File: src/sv/mer_pkg.sv
package mer_pkg;

    // Field widths
    localparam int RADIUS_BITS = 10;
    localparam int COORD_BITS  = 12;
    localparam int OUT_BITS    = COORD_BITS + 1;
    localparam int DEC_BITS    = 48;

    // Derived datapath widths
    localparam int SQ_BITS   = 2 * RADIUS_BITS;             // a^2, b^2
    localparam int K_BITS    = RADIUS_BITS + 2;             // 2x+3
    localparam int AB_BITS   = 2 * SQ_BITS;                 // a^2 * b^2
    localparam int MA_BITS   = SQ_BITS + RADIUS_BITS + 1;   // multiplier operand A
    localparam int MB_BITS   = SQ_BITS;                     // multiplier operand B
    localparam int PROD_BITS = MA_BITS + MB_BITS;

    // Input function codes
    localparam logic FUNC_START   = 1'b0;
    localparam logic FUNC_ADVANCE = 1'b1;

    // Multiplier operations (operand pair and destination register)
    typedef enum logic [3:0] {
        MUL_NONE   = 4'd0,
        MUL_RA_SQ  = 4'd1,   // a2  = ra * ra
        MUL_RB_SQ  = 4'd2,   // b2  = rb * rb
        MUL_A2_B2  = 4'd3,   // ab  = a2 * b2
        MUL_A2_RB  = 4'd4,   // tq  = a2 * rb
        MUL_STEP_P = 4'd5,   // tp  = b2 * (2x+3 or 2x+2)
        MUL_STEP_Q = 4'd6,   // tq  = a2 * y
        MUL_SET_P  = 4'd7,   // tp  = b2 * (x+1)
        MUL_SET_Q  = 4'd8,   // tq  = a2 * (2y-1)
        MUL_SW_1   = 4'd9,   // tp  = b2 * (2x+1)
        MUL_SW_2   = 4'd10,  // tp  = tp * (2x+1)
        MUL_SW_3   = 4'd11,  // tq  = (y-1)^2 magnitude
        MUL_SW_4   = 4'd12   // tq  = a2 * tq
    } mul_op_t;

    // Decision register updates
    typedef enum logic [1:0] {
        DEC_HOLD   = 2'd0,
        DEC_START  = 2'd1,
        DEC_STEP   = 2'd2,
        DEC_SWITCH = 2'd3
    } dec_op_t;

    // Controller to datapath
    typedef struct packed {
        logic    load;
        mul_op_t mul_op;
        dec_op_t dec_op;
        logic    step;
        logic    set_region_two;
        logic    emit;
    } cmd_t;

    // Datapath to controller
    typedef struct packed {
        logic region_two;
        logic stay;
        logic last;
        logic out_free;
    } status_t;

endpackage

File: src/sv/mer_if.sv
interface mer_in_if;
    import mer_pkg::*;

    logic                          valid;
    logic                          ready;
    logic                          func;
    logic signed [COORD_BITS-1:0]  center_x;
    logic signed [COORD_BITS-1:0]  center_y;
    logic        [RADIUS_BITS-1:0] radius_x;
    logic        [RADIUS_BITS-1:0] radius_y;

    modport source (
        output valid, func, center_x, center_y, radius_x, radius_y,
        input  ready
    );
    modport sink (
        input  valid, func, center_x, center_y, radius_x, radius_y,
        output ready
    );
endinterface

interface mer_out_if;
    import mer_pkg::*;

    logic                       valid;
    logic                       ready;
    logic signed [OUT_BITS-1:0] right_x;
    logic signed [OUT_BITS-1:0] left_x;
    logic signed [OUT_BITS-1:0] lower_y;
    logic signed [OUT_BITS-1:0] upper_y;
    logic                       last_point;

    modport source (
        output valid, right_x, left_x, lower_y, upper_y, last_point,
        input  ready
    );
    modport sink (
        input  valid, right_x, left_x, lower_y, upper_y, last_point,
        output ready
    );
endinterface

File: src/sv/mer_datapath.sv
module mer_datapath (
    input  logic                              clk,
    input  logic                              rst_n,
    input  mer_pkg::cmd_t                     cmd,
    output mer_pkg::status_t                  status,
    input  logic signed [mer_pkg::COORD_BITS-1:0]  center_x,
    input  logic signed [mer_pkg::COORD_BITS-1:0]  center_y,
    input  logic        [mer_pkg::RADIUS_BITS-1:0] radius_x,
    input  logic        [mer_pkg::RADIUS_BITS-1:0] radius_y,
    mer_out_if.source                         points
);
    import mer_pkg::*;

    // Held item and walk state
    logic signed [COORD_BITS-1:0]  cx_reg, cy_reg;
    logic        [RADIUS_BITS-1:0] ra_reg, rb_reg;
    logic        [RADIUS_BITS-1:0] x_reg, y_reg;
    logic        [DEC_BITS-1:0]    dec_reg, dec_next;
    logic                          region_two_reg;

    // Product registers
    logic [SQ_BITS-1:0]   a2_reg, b2_reg;
    logic [AB_BITS-1:0]   ab_reg;
    logic [PROD_BITS-1:0] tp_reg, tq_reg;

    // Output register
    logic                       out_valid_reg;
    logic signed [OUT_BITS-1:0] right_x_reg, left_x_reg, lower_y_reg, upper_y_reg;
    logic                       last_reg;

    // Operand helpers
    logic [K_BITS-1:0]      k_step;
    logic [RADIUS_BITS:0]   x_inc, y_dbl_m1, tx;
    logic [RADIUS_BITS-1:0] y_mag;
    logic                   y_zero, dec_neg;

    logic [MA_BITS-1:0]   mul_a;
    logic [MB_BITS-1:0]   mul_b;
    logic [PROD_BITS-1:0] prod;

    logic [DEC_BITS-1:0] a2e, b2e, abe, tpe, tqe;
    logic [OUT_BITS-1:0] cx_ext, cy_ext, x_ext, y_ext;

    assign y_zero   = (y_reg == '0);
    assign dec_neg  = dec_reg[DEC_BITS-1];
    assign k_step   = {1'b0, x_reg, 1'b0} + (region_two_reg ? K_BITS'(2) : K_BITS'(3));
    assign x_inc    = {1'b0, x_reg} + 1'b1;
    assign y_dbl_m1 = {y_reg, 1'b0} - 1'b1;
    assign tx       = {x_reg, 1'b1};
    assign y_mag    = y_zero ? RADIUS_BITS'(1) : (y_reg - 1'b1);

    // Shared multiplier operand select
    always_comb
    begin
        mul_a = '0;
        mul_b = '0;
        case (cmd.mul_op)
            MUL_RA_SQ:  begin mul_a = MA_BITS'(ra_reg);  mul_b = MB_BITS'(ra_reg);   end
            MUL_RB_SQ:  begin mul_a = MA_BITS'(rb_reg);  mul_b = MB_BITS'(rb_reg);   end
            MUL_A2_B2:  begin mul_a = MA_BITS'(a2_reg);  mul_b = MB_BITS'(b2_reg);   end
            MUL_A2_RB:  begin mul_a = MA_BITS'(a2_reg);  mul_b = MB_BITS'(rb_reg);   end
            MUL_STEP_P: begin mul_a = MA_BITS'(b2_reg);  mul_b = MB_BITS'(k_step);   end
            MUL_STEP_Q: begin mul_a = MA_BITS'(a2_reg);  mul_b = MB_BITS'(y_reg);    end
            MUL_SET_P:  begin mul_a = MA_BITS'(b2_reg);  mul_b = MB_BITS'(x_inc);    end
            MUL_SET_Q:  begin mul_a = MA_BITS'(a2_reg);  mul_b = MB_BITS'(y_dbl_m1); end
            MUL_SW_1:   begin mul_a = MA_BITS'(b2_reg);  mul_b = MB_BITS'(tx);       end
            MUL_SW_2:   begin mul_a = tp_reg[MA_BITS-1:0]; mul_b = MB_BITS'(tx);     end
            MUL_SW_3:   begin mul_a = MA_BITS'(y_mag);   mul_b = MB_BITS'(y_mag);    end
            MUL_SW_4:   begin mul_a = MA_BITS'(a2_reg);  mul_b = tq_reg[MB_BITS-1:0]; end
            default:    begin mul_a = '0;                mul_b = '0;                 end
        endcase
    end

    assign prod = PROD_BITS'(mul_a) * PROD_BITS'(mul_b);

    // Product capture
    always_ff @(posedge clk)
    begin
        case (cmd.mul_op)
            MUL_RA_SQ:  a2_reg <= prod[SQ_BITS-1:0];
            MUL_RB_SQ:  b2_reg <= prod[SQ_BITS-1:0];
            MUL_A2_B2:  ab_reg <= prod[AB_BITS-1:0];
            MUL_STEP_P, MUL_SET_P, MUL_SW_1, MUL_SW_2:
                tp_reg <= prod;
            MUL_A2_RB, MUL_STEP_Q, MUL_SET_Q, MUL_SW_3, MUL_SW_4:
                tq_reg <= prod;
            default: ;
        endcase
    end

    // Decision update, all terms mod 2^DEC_BITS
    assign a2e = DEC_BITS'(a2_reg);
    assign b2e = DEC_BITS'(b2_reg);
    assign abe = DEC_BITS'(ab_reg);
    assign tpe = DEC_BITS'(tp_reg);
    assign tqe = DEC_BITS'(tq_reg);

    always_comb
    begin
        dec_next = dec_reg;
        case (cmd.dec_op)
            DEC_START:
                dec_next = (b2e << 2) + a2e - (tqe << 2);
            DEC_STEP:
                if (!region_two_reg)
                    dec_next = dec_reg + (tpe << 2)
                             + (dec_neg ? '0 : ((a2e << 3) - (tqe << 3)));
                else
                    dec_next = dec_reg + (a2e << 3) + (a2e << 2) - (tqe << 3)
                             + (dec_neg ? (tpe << 2) : '0);
            DEC_SWITCH:
                dec_next = tpe + (tqe << 2) - (abe << 2);
            default:
                dec_next = dec_reg;
        endcase
    end

    always_ff @(posedge clk)
    begin
        dec_reg <= dec_next;
    end

    // Held item and offsets
    always_ff @(posedge clk)
    begin
        if (cmd.load)
        begin
            cx_reg <= center_x;
            cy_reg <= center_y;
            ra_reg <= radius_x;
            rb_reg <= radius_y;
            x_reg  <= '0;
            y_reg  <= radius_y;
        end
        else if (cmd.step)
        begin
            if (!region_two_reg)
            begin
                x_reg <= x_reg + 1'b1;
                if (!dec_neg)
                    y_reg <= y_reg - 1'b1;
            end
            else
            begin
                y_reg <= y_reg - 1'b1;
                if (dec_neg)
                    x_reg <= x_reg + 1'b1;
            end
        end
    end

    // Region flag
    always_ff @(posedge clk or negedge rst_n)
    begin
        if (!rst_n)
            region_two_reg <= 1'b0;
        else if (cmd.load)
            region_two_reg <= 1'b0;
        else if (cmd.set_region_two)
            region_two_reg <= 1'b1;
    end

    // Quadruple formation
    assign cx_ext = {{(OUT_BITS-COORD_BITS){cx_reg[COORD_BITS-1]}}, cx_reg};
    assign cy_ext = {{(OUT_BITS-COORD_BITS){cy_reg[COORD_BITS-1]}}, cy_reg};
    assign x_ext  = {{(OUT_BITS-RADIUS_BITS){1'b0}}, x_reg};
    assign y_ext  = {{(OUT_BITS-RADIUS_BITS){1'b0}}, y_reg};

    always_ff @(posedge clk)
    begin
        if (cmd.emit)
        begin
            right_x_reg <= $signed(cx_ext + x_ext);
            left_x_reg  <= $signed(cx_ext - x_ext);
            lower_y_reg <= $signed(cy_ext + y_ext);
            upper_y_reg <= $signed(cy_ext - y_ext);
            last_reg    <= region_two_reg && y_zero;
        end
    end

    // Output valid
    always_ff @(posedge clk or negedge rst_n)
    begin
        if (!rst_n)
            out_valid_reg <= 1'b0;
        else if (cmd.emit)
            out_valid_reg <= 1'b1;
        else if (points.ready)
            out_valid_reg <= 1'b0;
    end

    assign points.valid      = out_valid_reg;
    assign points.right_x    = right_x_reg;
    assign points.left_x     = left_x_reg;
    assign points.lower_y    = lower_y_reg;
    assign points.upper_y    = upper_y_reg;
    assign points.last_point = last_reg;

    // Status to controller
    assign status.region_two = region_two_reg;
    assign status.stay       = !y_zero && ({tp_reg, 1'b0} < {1'b0, tq_reg});
    assign status.last       = region_two_reg && y_zero;
    assign status.out_free   = !out_valid_reg || points.ready;

    // Checks
    region_one_step_x: assert property (@(posedge clk) disable iff (!rst_n)
        cmd.step && !cmd.load && !region_two_reg |=> x_reg == $past(x_reg) + 1'b1)
        else $error("region one step did not advance x");

    region_two_step_y: assert property (@(posedge clk) disable iff (!rst_n)
        cmd.step && !cmd.load && region_two_reg |=> y_reg == $past(y_reg) - 1'b1)
        else $error("region two step did not lower y");

    emit_sets_valid: assert property (@(posedge clk) disable iff (!rst_n)
        cmd.emit |=> out_valid_reg && (last_reg == $past(region_two_reg && y_zero)))
        else $error("output register not loaded on emit");

endmodule

File: src/sv/mer_ctrl.sv
module mer_ctrl (
    input  logic             clk,
    input  logic             rst_n,
    input  logic             in_valid,
    input  logic             in_func,
    output logic             in_ready,
    output mer_pkg::cmd_t    cmd,
    input  mer_pkg::status_t status
);
    import mer_pkg::*;

    typedef enum logic [17:0] {
        S_IDLE     = 18'b000000000000000001,
        S_SQ_A     = 18'b000000000000000010,
        S_SQ_B     = 18'b000000000000000100,
        S_AB       = 18'b000000000000001000,
        S_A2RB     = 18'b000000000000010000,
        S_DSTART   = 18'b000000000000100000,
        S_STEP_P   = 18'b000000000001000000,
        S_STEP_Q   = 18'b000000000010000000,
        S_STEP_UPD = 18'b000000000100000000,
        S_SET_P    = 18'b000000001000000000,
        S_SET_Q    = 18'b000000010000000000,
        S_SET_TEST = 18'b000000100000000000,
        S_SW1      = 18'b000001000000000000,
        S_SW2      = 18'b000010000000000000,
        S_SW3      = 18'b000100000000000000,
        S_SW4      = 18'b001000000000000000,
        S_SW5      = 18'b010000000000000000,
        S_EMIT     = 18'b100000000000000000
    } state_t;

    state_t state_reg, state_next;
    logic   active_reg, active_next;

    // Next state and commands
    always_comb
    begin
        state_next  = state_reg;
        active_next = active_reg;
        in_ready    = 1'b0;
        cmd         = '{load: 1'b0, mul_op: MUL_NONE, dec_op: DEC_HOLD,
                        step: 1'b0, set_region_two: 1'b0, emit: 1'b0};
        unique case (state_reg)
            S_IDLE:
            begin
                in_ready = 1'b1;
                if (in_valid)
                begin
                    if (in_func == FUNC_START)
                    begin
                        cmd.load    = 1'b1;
                        active_next = 1'b1;
                        state_next  = S_SQ_A;
                    end
                    else if (active_reg)
                        state_next = S_STEP_P;
                end
            end
            S_SQ_A:
            begin
                cmd.mul_op = MUL_RA_SQ;
                state_next = S_SQ_B;
            end
            S_SQ_B:
            begin
                cmd.mul_op = MUL_RB_SQ;
                state_next = S_AB;
            end
            S_AB:
            begin
                cmd.mul_op = MUL_A2_B2;
                state_next = S_A2RB;
            end
            S_A2RB:
            begin
                cmd.mul_op = MUL_A2_RB;
                state_next = S_DSTART;
            end
            S_DSTART:
            begin
                cmd.dec_op = DEC_START;
                state_next = S_SET_P;
            end
            S_STEP_P:
            begin
                cmd.mul_op = MUL_STEP_P;
                state_next = S_STEP_Q;
            end
            S_STEP_Q:
            begin
                cmd.mul_op = MUL_STEP_Q;
                state_next = S_STEP_UPD;
            end
            S_STEP_UPD:
            begin
                cmd.dec_op = DEC_STEP;
                cmd.step   = 1'b1;
                state_next = status.region_two ? S_EMIT : S_SET_P;
            end
            S_SET_P:
            begin
                cmd.mul_op = MUL_SET_P;
                state_next = S_SET_Q;
            end
            S_SET_Q:
            begin
                cmd.mul_op = MUL_SET_Q;
                state_next = S_SET_TEST;
            end
            S_SET_TEST:
            begin
                state_next = status.stay ? S_EMIT : S_SW1;
            end
            S_SW1:
            begin
                cmd.mul_op = MUL_SW_1;
                state_next = S_SW2;
            end
            S_SW2:
            begin
                cmd.mul_op = MUL_SW_2;
                state_next = S_SW3;
            end
            S_SW3:
            begin
                cmd.mul_op = MUL_SW_3;
                state_next = S_SW4;
            end
            S_SW4:
            begin
                cmd.mul_op = MUL_SW_4;
                state_next = S_SW5;
            end
            S_SW5:
            begin
                cmd.dec_op         = DEC_SWITCH;
                cmd.set_region_two = 1'b1;
                state_next         = S_EMIT;
            end
            S_EMIT:
            begin
                if (status.out_free)
                begin
                    cmd.emit = 1'b1;
                    if (status.last)
                        active_next = 1'b0;
                    state_next = S_IDLE;
                end
            end
            default:
            begin
                state_next = S_IDLE;
            end
        endcase
    end

    // State registers
    always_ff @(posedge clk or negedge rst_n)
    begin
        if (!rst_n)
        begin
            state_reg  <= S_IDLE;
            active_reg <= 1'b0;
        end
        else
        begin
            state_reg  <= state_next;
            active_reg <= active_next;
        end
    end

    // Checks
    start_enters_setup: assert property (@(posedge clk) disable iff (!rst_n)
        in_valid && in_ready && in_func == FUNC_START |=> state_reg == S_SQ_A)
        else $error("start transfer did not begin setup");

    switch_sets_region: assert property (@(posedge clk) disable iff (!rst_n)
        state_reg == S_SW5 |=> status.region_two)
        else $error("region switch did not set region two");

    step_needs_active: assert property (@(posedge clk) disable iff (!rst_n)
        state_reg == S_STEP_P |-> active_reg)
        else $error("step started with no ellipse active");

    last_ends_ellipse: assert property (@(posedge clk) disable iff (!rst_n)
        cmd.emit && status.last |=> !active_reg)
        else $error("ellipse still active after final quadruple");

endmodule

File: src/sv/midpoint_ellipse_rasterizer_top.sv
// Channel   Modport  Dir   Payload
// job       sink     in    func, center_x, center_y, radius_x, radius_y
// points    source   out   right_x, left_x, lower_y, upper_y, last_point
//
// One item at a time through one shared multiplier, one product per cycle.
// Start: squares, products, start decision, region test; switch steps too if
// region two begins at once. Advance: step and update, then in region one the
// test and any switch. An advance with no ellipse active is taken and dropped.
// Async active-low reset clears FSM, active flag, region flag and output valid.
// A stalled result waits in the output register; job is taken again once the
// FSM returns to idle, while that result may still be waiting.
module midpoint_ellipse_rasterizer_top (
    input  logic      clk,
    input  logic      rst_n,
    mer_in_if.sink    job,
    mer_out_if.source points
);
    import mer_pkg::*;

    cmd_t    cmd;
    status_t status;
    logic    ctrl_ready;

    mer_ctrl u_ctrl (
        .clk      (clk),
        .rst_n    (rst_n),
        .in_valid (job.valid),
        .in_func  (job.func),
        .in_ready (ctrl_ready),
        .cmd      (cmd),
        .status   (status)
    );

    mer_datapath u_dp (
        .clk      (clk),
        .rst_n    (rst_n),
        .cmd      (cmd),
        .status   (status),
        .center_x (job.center_x),
        .center_y (job.center_y),
        .radius_x (job.radius_x),
        .radius_y (job.radius_y),
        .points   (points)
    );

    assign job.ready = ctrl_ready;

endmodule

File: src/flat_wrapper.sv
// flat-port wrapper written by rule: the top's interface ports become plain ports
module midpoint_ellipse_rasterizer_top_flat import mer_pkg::*;
  (clk, rst_n, job_valid, job_func, job_center_x, job_center_y, job_radius_x, job_radius_y, job_ready, points_valid, points_right_x, points_left_x, points_lower_y, points_upper_y, points_last_point, points_ready);
  mer_in_if job_i ();
  mer_out_if points_i ();
  input  logic clk;
  input  logic rst_n;
  input wire logic [$bits(job_i.valid)-1:0] job_valid;
  input wire logic [$bits(job_i.func)-1:0] job_func;
  input wire logic [$bits(job_i.center_x)-1:0] job_center_x;
  input wire logic [$bits(job_i.center_y)-1:0] job_center_y;
  input wire logic [$bits(job_i.radius_x)-1:0] job_radius_x;
  input wire logic [$bits(job_i.radius_y)-1:0] job_radius_y;
  output wire logic [$bits(job_i.ready)-1:0] job_ready;
  output wire logic [$bits(points_i.valid)-1:0] points_valid;
  output wire logic [$bits(points_i.right_x)-1:0] points_right_x;
  output wire logic [$bits(points_i.left_x)-1:0] points_left_x;
  output wire logic [$bits(points_i.lower_y)-1:0] points_lower_y;
  output wire logic [$bits(points_i.upper_y)-1:0] points_upper_y;
  output wire logic [$bits(points_i.last_point)-1:0] points_last_point;
  input wire logic [$bits(points_i.ready)-1:0] points_ready;
  assign job_i.valid = job_valid;
  assign job_i.func = job_func;
  assign job_i.center_x = job_center_x;
  assign job_i.center_y = job_center_y;
  assign job_i.radius_x = job_radius_x;
  assign job_i.radius_y = job_radius_y;
  assign job_ready = job_i.ready;
  assign points_valid = points_i.valid;
  assign points_right_x = points_i.right_x;
  assign points_left_x = points_i.left_x;
  assign points_lower_y = points_i.lower_y;
  assign points_upper_y = points_i.upper_y;
  assign points_last_point = points_i.last_point;
  assign points_i.ready = points_ready;
  midpoint_ellipse_rasterizer_top u_core (.clk(clk), .rst_n(rst_n), .job(job_i), .points(points_i));
endmodule
File: config.mk
export PLATFORM = sky130hd
export DESIGN_NAME = midpoint_ellipse_rasterizer_top_flat
export DESIGN_NICKNAME = d
export VERILOG_FILES = /design/src/sv/mer_pkg.sv /design/src/sv/mer_if.sv /design/src/sv/mer_datapath.sv /design/src/sv/mer_ctrl.sv /design/src/sv/midpoint_ellipse_rasterizer_top.sv /design/src/flat_wrapper.sv
export SDC_FILE = /design/constraint.sdc
export NUM_CORES = 2
export LEC_CHECK = 0
export BUFFER_PORTS_ARGS = -buffer_cell sky130_fd_sc_hd__buf_2
export CAP_MARGIN = 25
export CORE_UTILIZATION = 47
export CTS_BUF_LIST = sky130_fd_sc_hd__clkbuf_2
export DETAILED_ROUTE_END_ITERATION = 16
export SETUP_SLACK_MARGIN = 0.1
export SLEW_MARGIN = 20
export SYNTH_ARGS = -nofsm -noshare
export SYNTH_HDL_FRONTEND = slang
export SYNTH_SLANG_ARGS = --single-unit
File: constraint.sdc
create_clock -name clk -period 13 [get_ports clk]
set_input_delay 1.3 -clock clk [delete_from_list [all_inputs] [get_ports clk]]
set_output_delay 1.3 -clock clk [all_outputs]
set_load 0.03 [all_outputs]
==> summary.md <==
| Metric | Value |
|---|---|
| Status | completed |
| Placed cell count | 7,264 |
| # hold bufs at CTS | 20 |
| Finished Layout Cells | 7,470 |
| Share of cells above drive strength 1 | 6.32% |
| Clock transition at the registers of the reported paths | 0.12 ns |
| Cells after synthesis | 5,705 |
| Post-cts gate resize count | 0 |
| Vias per inst | 5.63 |
| Final Slew Violations | 0 |
| Initial Util | ~47% |
| Drt total wl | 166 mm |
| Postcts setup bufs | 0 |
| Startpoint types | flip-flop |
| Leakage Power | ~0.027 uW |
| Most frequent cell after synthesis | inv_1 |
| Fin crit share | 86.4% |
| Critical Path AT | 12.14 ns |
| Initial antenna violation count | 3 |
| Area contributors post-synth | fa_1, edfxtp_1, ha_1 |
| Vias in the first global route | 42,000 |
| H-tree lvl count | 3 |
| Die width | about 340 um |
| Number of CTS-inserted buffers | 99 |
| Worst path most repeated cell | fa_1 |
| # nets final | 7,148 |
| Antenna-violating nets left | 0 |
| Deepest clock path buffer count | 3 |
| Required time worst endpoint | around 14 ns |
| Worst ir drop on vdd | 179 uV |
| Avg Cell Area, Syn | 9.21 um2 |
| First-pass GRT wire length | 253 mm |
| Cell Area, Synth | around 53,000 um2 |
| Min-Delay Path Class | input pin to flip-flop |
| CTS tree | built |
| Number of cell rows | 122 |
| Synth area leader | fa_1 |
| Crit. End Element | flip-flop |
| DP HPWL | around 140 mm |
| Clk_skew | 0.152 ns |
| Max Clock Freq | 89.1 MHz |
| RePlAce Congestion | slightly below 1 |
| TNS Setup | 0 ns |
| MaxCap Viol Count | 0 |
| Synth top area share | 27.1% |
| PwrDens | 156 nW/um2 |
| GR Util All Layers | 29.7% |
| Ys Warns | 0 |
| Clk_lat worst skew | 1.26 ns |
| Die height | 336 um |
| Die ar. | roughly 110,000 um2 |
| Critical path type | flip-flop to flip-flop |
| Residual DRC | 0 |
| Final hold violation count | 0 |
| Reg2Reg Setup Slack | 1.77 ns |
| EDFF count, synth | 334 |
| RSZ-0062 raised after global routing | false |
| Unique cell type count in the Yosys netlist | 93 |
| Main synth FF type | edfxtp_1 |
| Port bufs | approximately 100 |
| Critical path's slowest cell | or4b_1 |
| Drt first pass iters | 6 |
| Relative slew slack | 25.4% |
| Max incr delay on CP | 0.74 ns |
| Synth top cells by count | inv_1, fa_1, nand2_1 |
| Via count | 42,100 |
| # IOs | 104 |
| Wire per inst | roughly 22 um |
| Setup violations, final | 0 |
| Largest net degree at the start of global routing | 68 |
| Seq cells post-synth | 365 |
| CTS sink cnt | 365 |
| CP max FO | 31 |
| GRT overflow | 0 |
| Root Buffer | clkbuf_2 |
| Core ar. | approximately 110,000 um2 |
| FFs w/ async S/R, synth | 5.75% |
| Area Overhead vs Synth | 6.99% |
| Worst-Margin Slew | 1.12 ns |
| Iter 0 DRT Violations | 3,921 |
| Post-synthesis sequential area ratio | 20.5% |
| Min Tclk post-route | between 10 and 15 ns |
==> worst max-delay path: cells and delay by family, from the launching register on <==
family	cells	cell delay, ns
simple gates	9	3.35
fa+ha+maj	8	3.85
flops	1	0.44
buf+inv	6	0.52
compound gates	8	2.61
xor+xnor	1	0.11
==> path summary, 6_finish.rpt <==
path	startpoint	depth (start not counted)	endpoint
setup / recovery	u_core.u_ctrl.state_reg[3]	32	u_core.u_dp.tp_reg[43]
hold / removal	job_radius_x[4]	1	u_core.u_dp.ra_reg[4]
setup reg to reg	u_core.u_ctrl.state_reg[3]	32	u_core.u_dp.tp_reg[43]
hold reg to reg	u_core.u_ctrl.active_reg	1	u_core.u_ctrl.active_reg
max in group asynchronous	rst_n	2	u_core.u_dp.points.valid
min in group asynchronous	rst_n	2	u_core.u_ctrl.state_reg[6]
==> area by class of cell <==
cell class,count,area (um2)
Sequential cell,365,10800
Antenna cell,4,10.0
Fill cell,10700,54600
Multi-Input combinational cell,4173,37400
Timing Repair Buffer,178,1140
Clock inverter,49,323
Tap cell,1488,1860
Clock buffer,131,656
Inverter,1082,4070
==> metal layers <==
layer	part of all wire, %	GRT usage [%]	routed length, um	up-vias
met2	42	44.3	70300	1914
met1	46	45.2	76500	20800
met5	0	0	0	-
li1	-	-	-	19100
met4	1.8	5.97	2920	0
met3	9.6	5.06	15900	183
==> cells in the final DEF, fill, tap and decap left out, drive strengths merged, types with 20 or more instances in the layout <==
cell type    instances
clkbuf             131
clkinv              44
a31oi               29
nor3                69
a221o               25
o21bai              41
buf                158
dlygate4sd3         20
a21oi              300
a211oi              35
dfrtp               20
nor2               445
fa                 711
o21ai              231
and3                41
xnor2              205
conb                99
nand3               80
o211ai              39
nand2b              30
a21o               121
and2                53
inv               1083
edfxtp             334
ha                 489
nor2b               49
a221oi              23
or3                 36
nand2              567
xor2                91
nand4               44
a22oi               42
o21a                33
==> logic make-up (layout without fill, tap and decap cells) <==
group,Yosys count,in the layout,synth area share (%)
simple gates,1501,1501,13.0
buf+inv,1264,1440,9.21
fa+ha+maj,1200,1200,38.7
compound gates,1062,1062,13.4
flops,365,365,20.5
xor+xnor,296,296,4.93
mux,15,15,0.295
other cells,2,103,0.0143
==> through the flow <==
| step | total power (uW) | hold WS, ns | util, % | cell area, um2 | worst slack (ns) |
|---|---|---|---|---|---|
| floorplan | 6060 | 0.478 | - | 52900 | 3.81 |
| global placement | 7510 | 0.504 | 49.6 | 55000 | 1.86 |
| detailed placement | 7550 | 0.509 | 49.6 | 55000 | 1.73 |
| CTS | 8520 | 0.000641 | 50.7 | 56200 | 1.59 |
| global route | 9480 | 0.0982 | 50.7 | 56200 | 1.08 |
| finish | 8750 | 0.251 | 50.7 | 56200 | 1.77 |
==> where the power goes <==
part           internal, uW  switching [uW]  leakage, uW  total, uW
registers              1620             238      0.00342       1860
clock network           352             553     0.000713        905
logic                  2280            3700       0.0224       5980
Note: power is estimated with default switching activity, not from simulation.
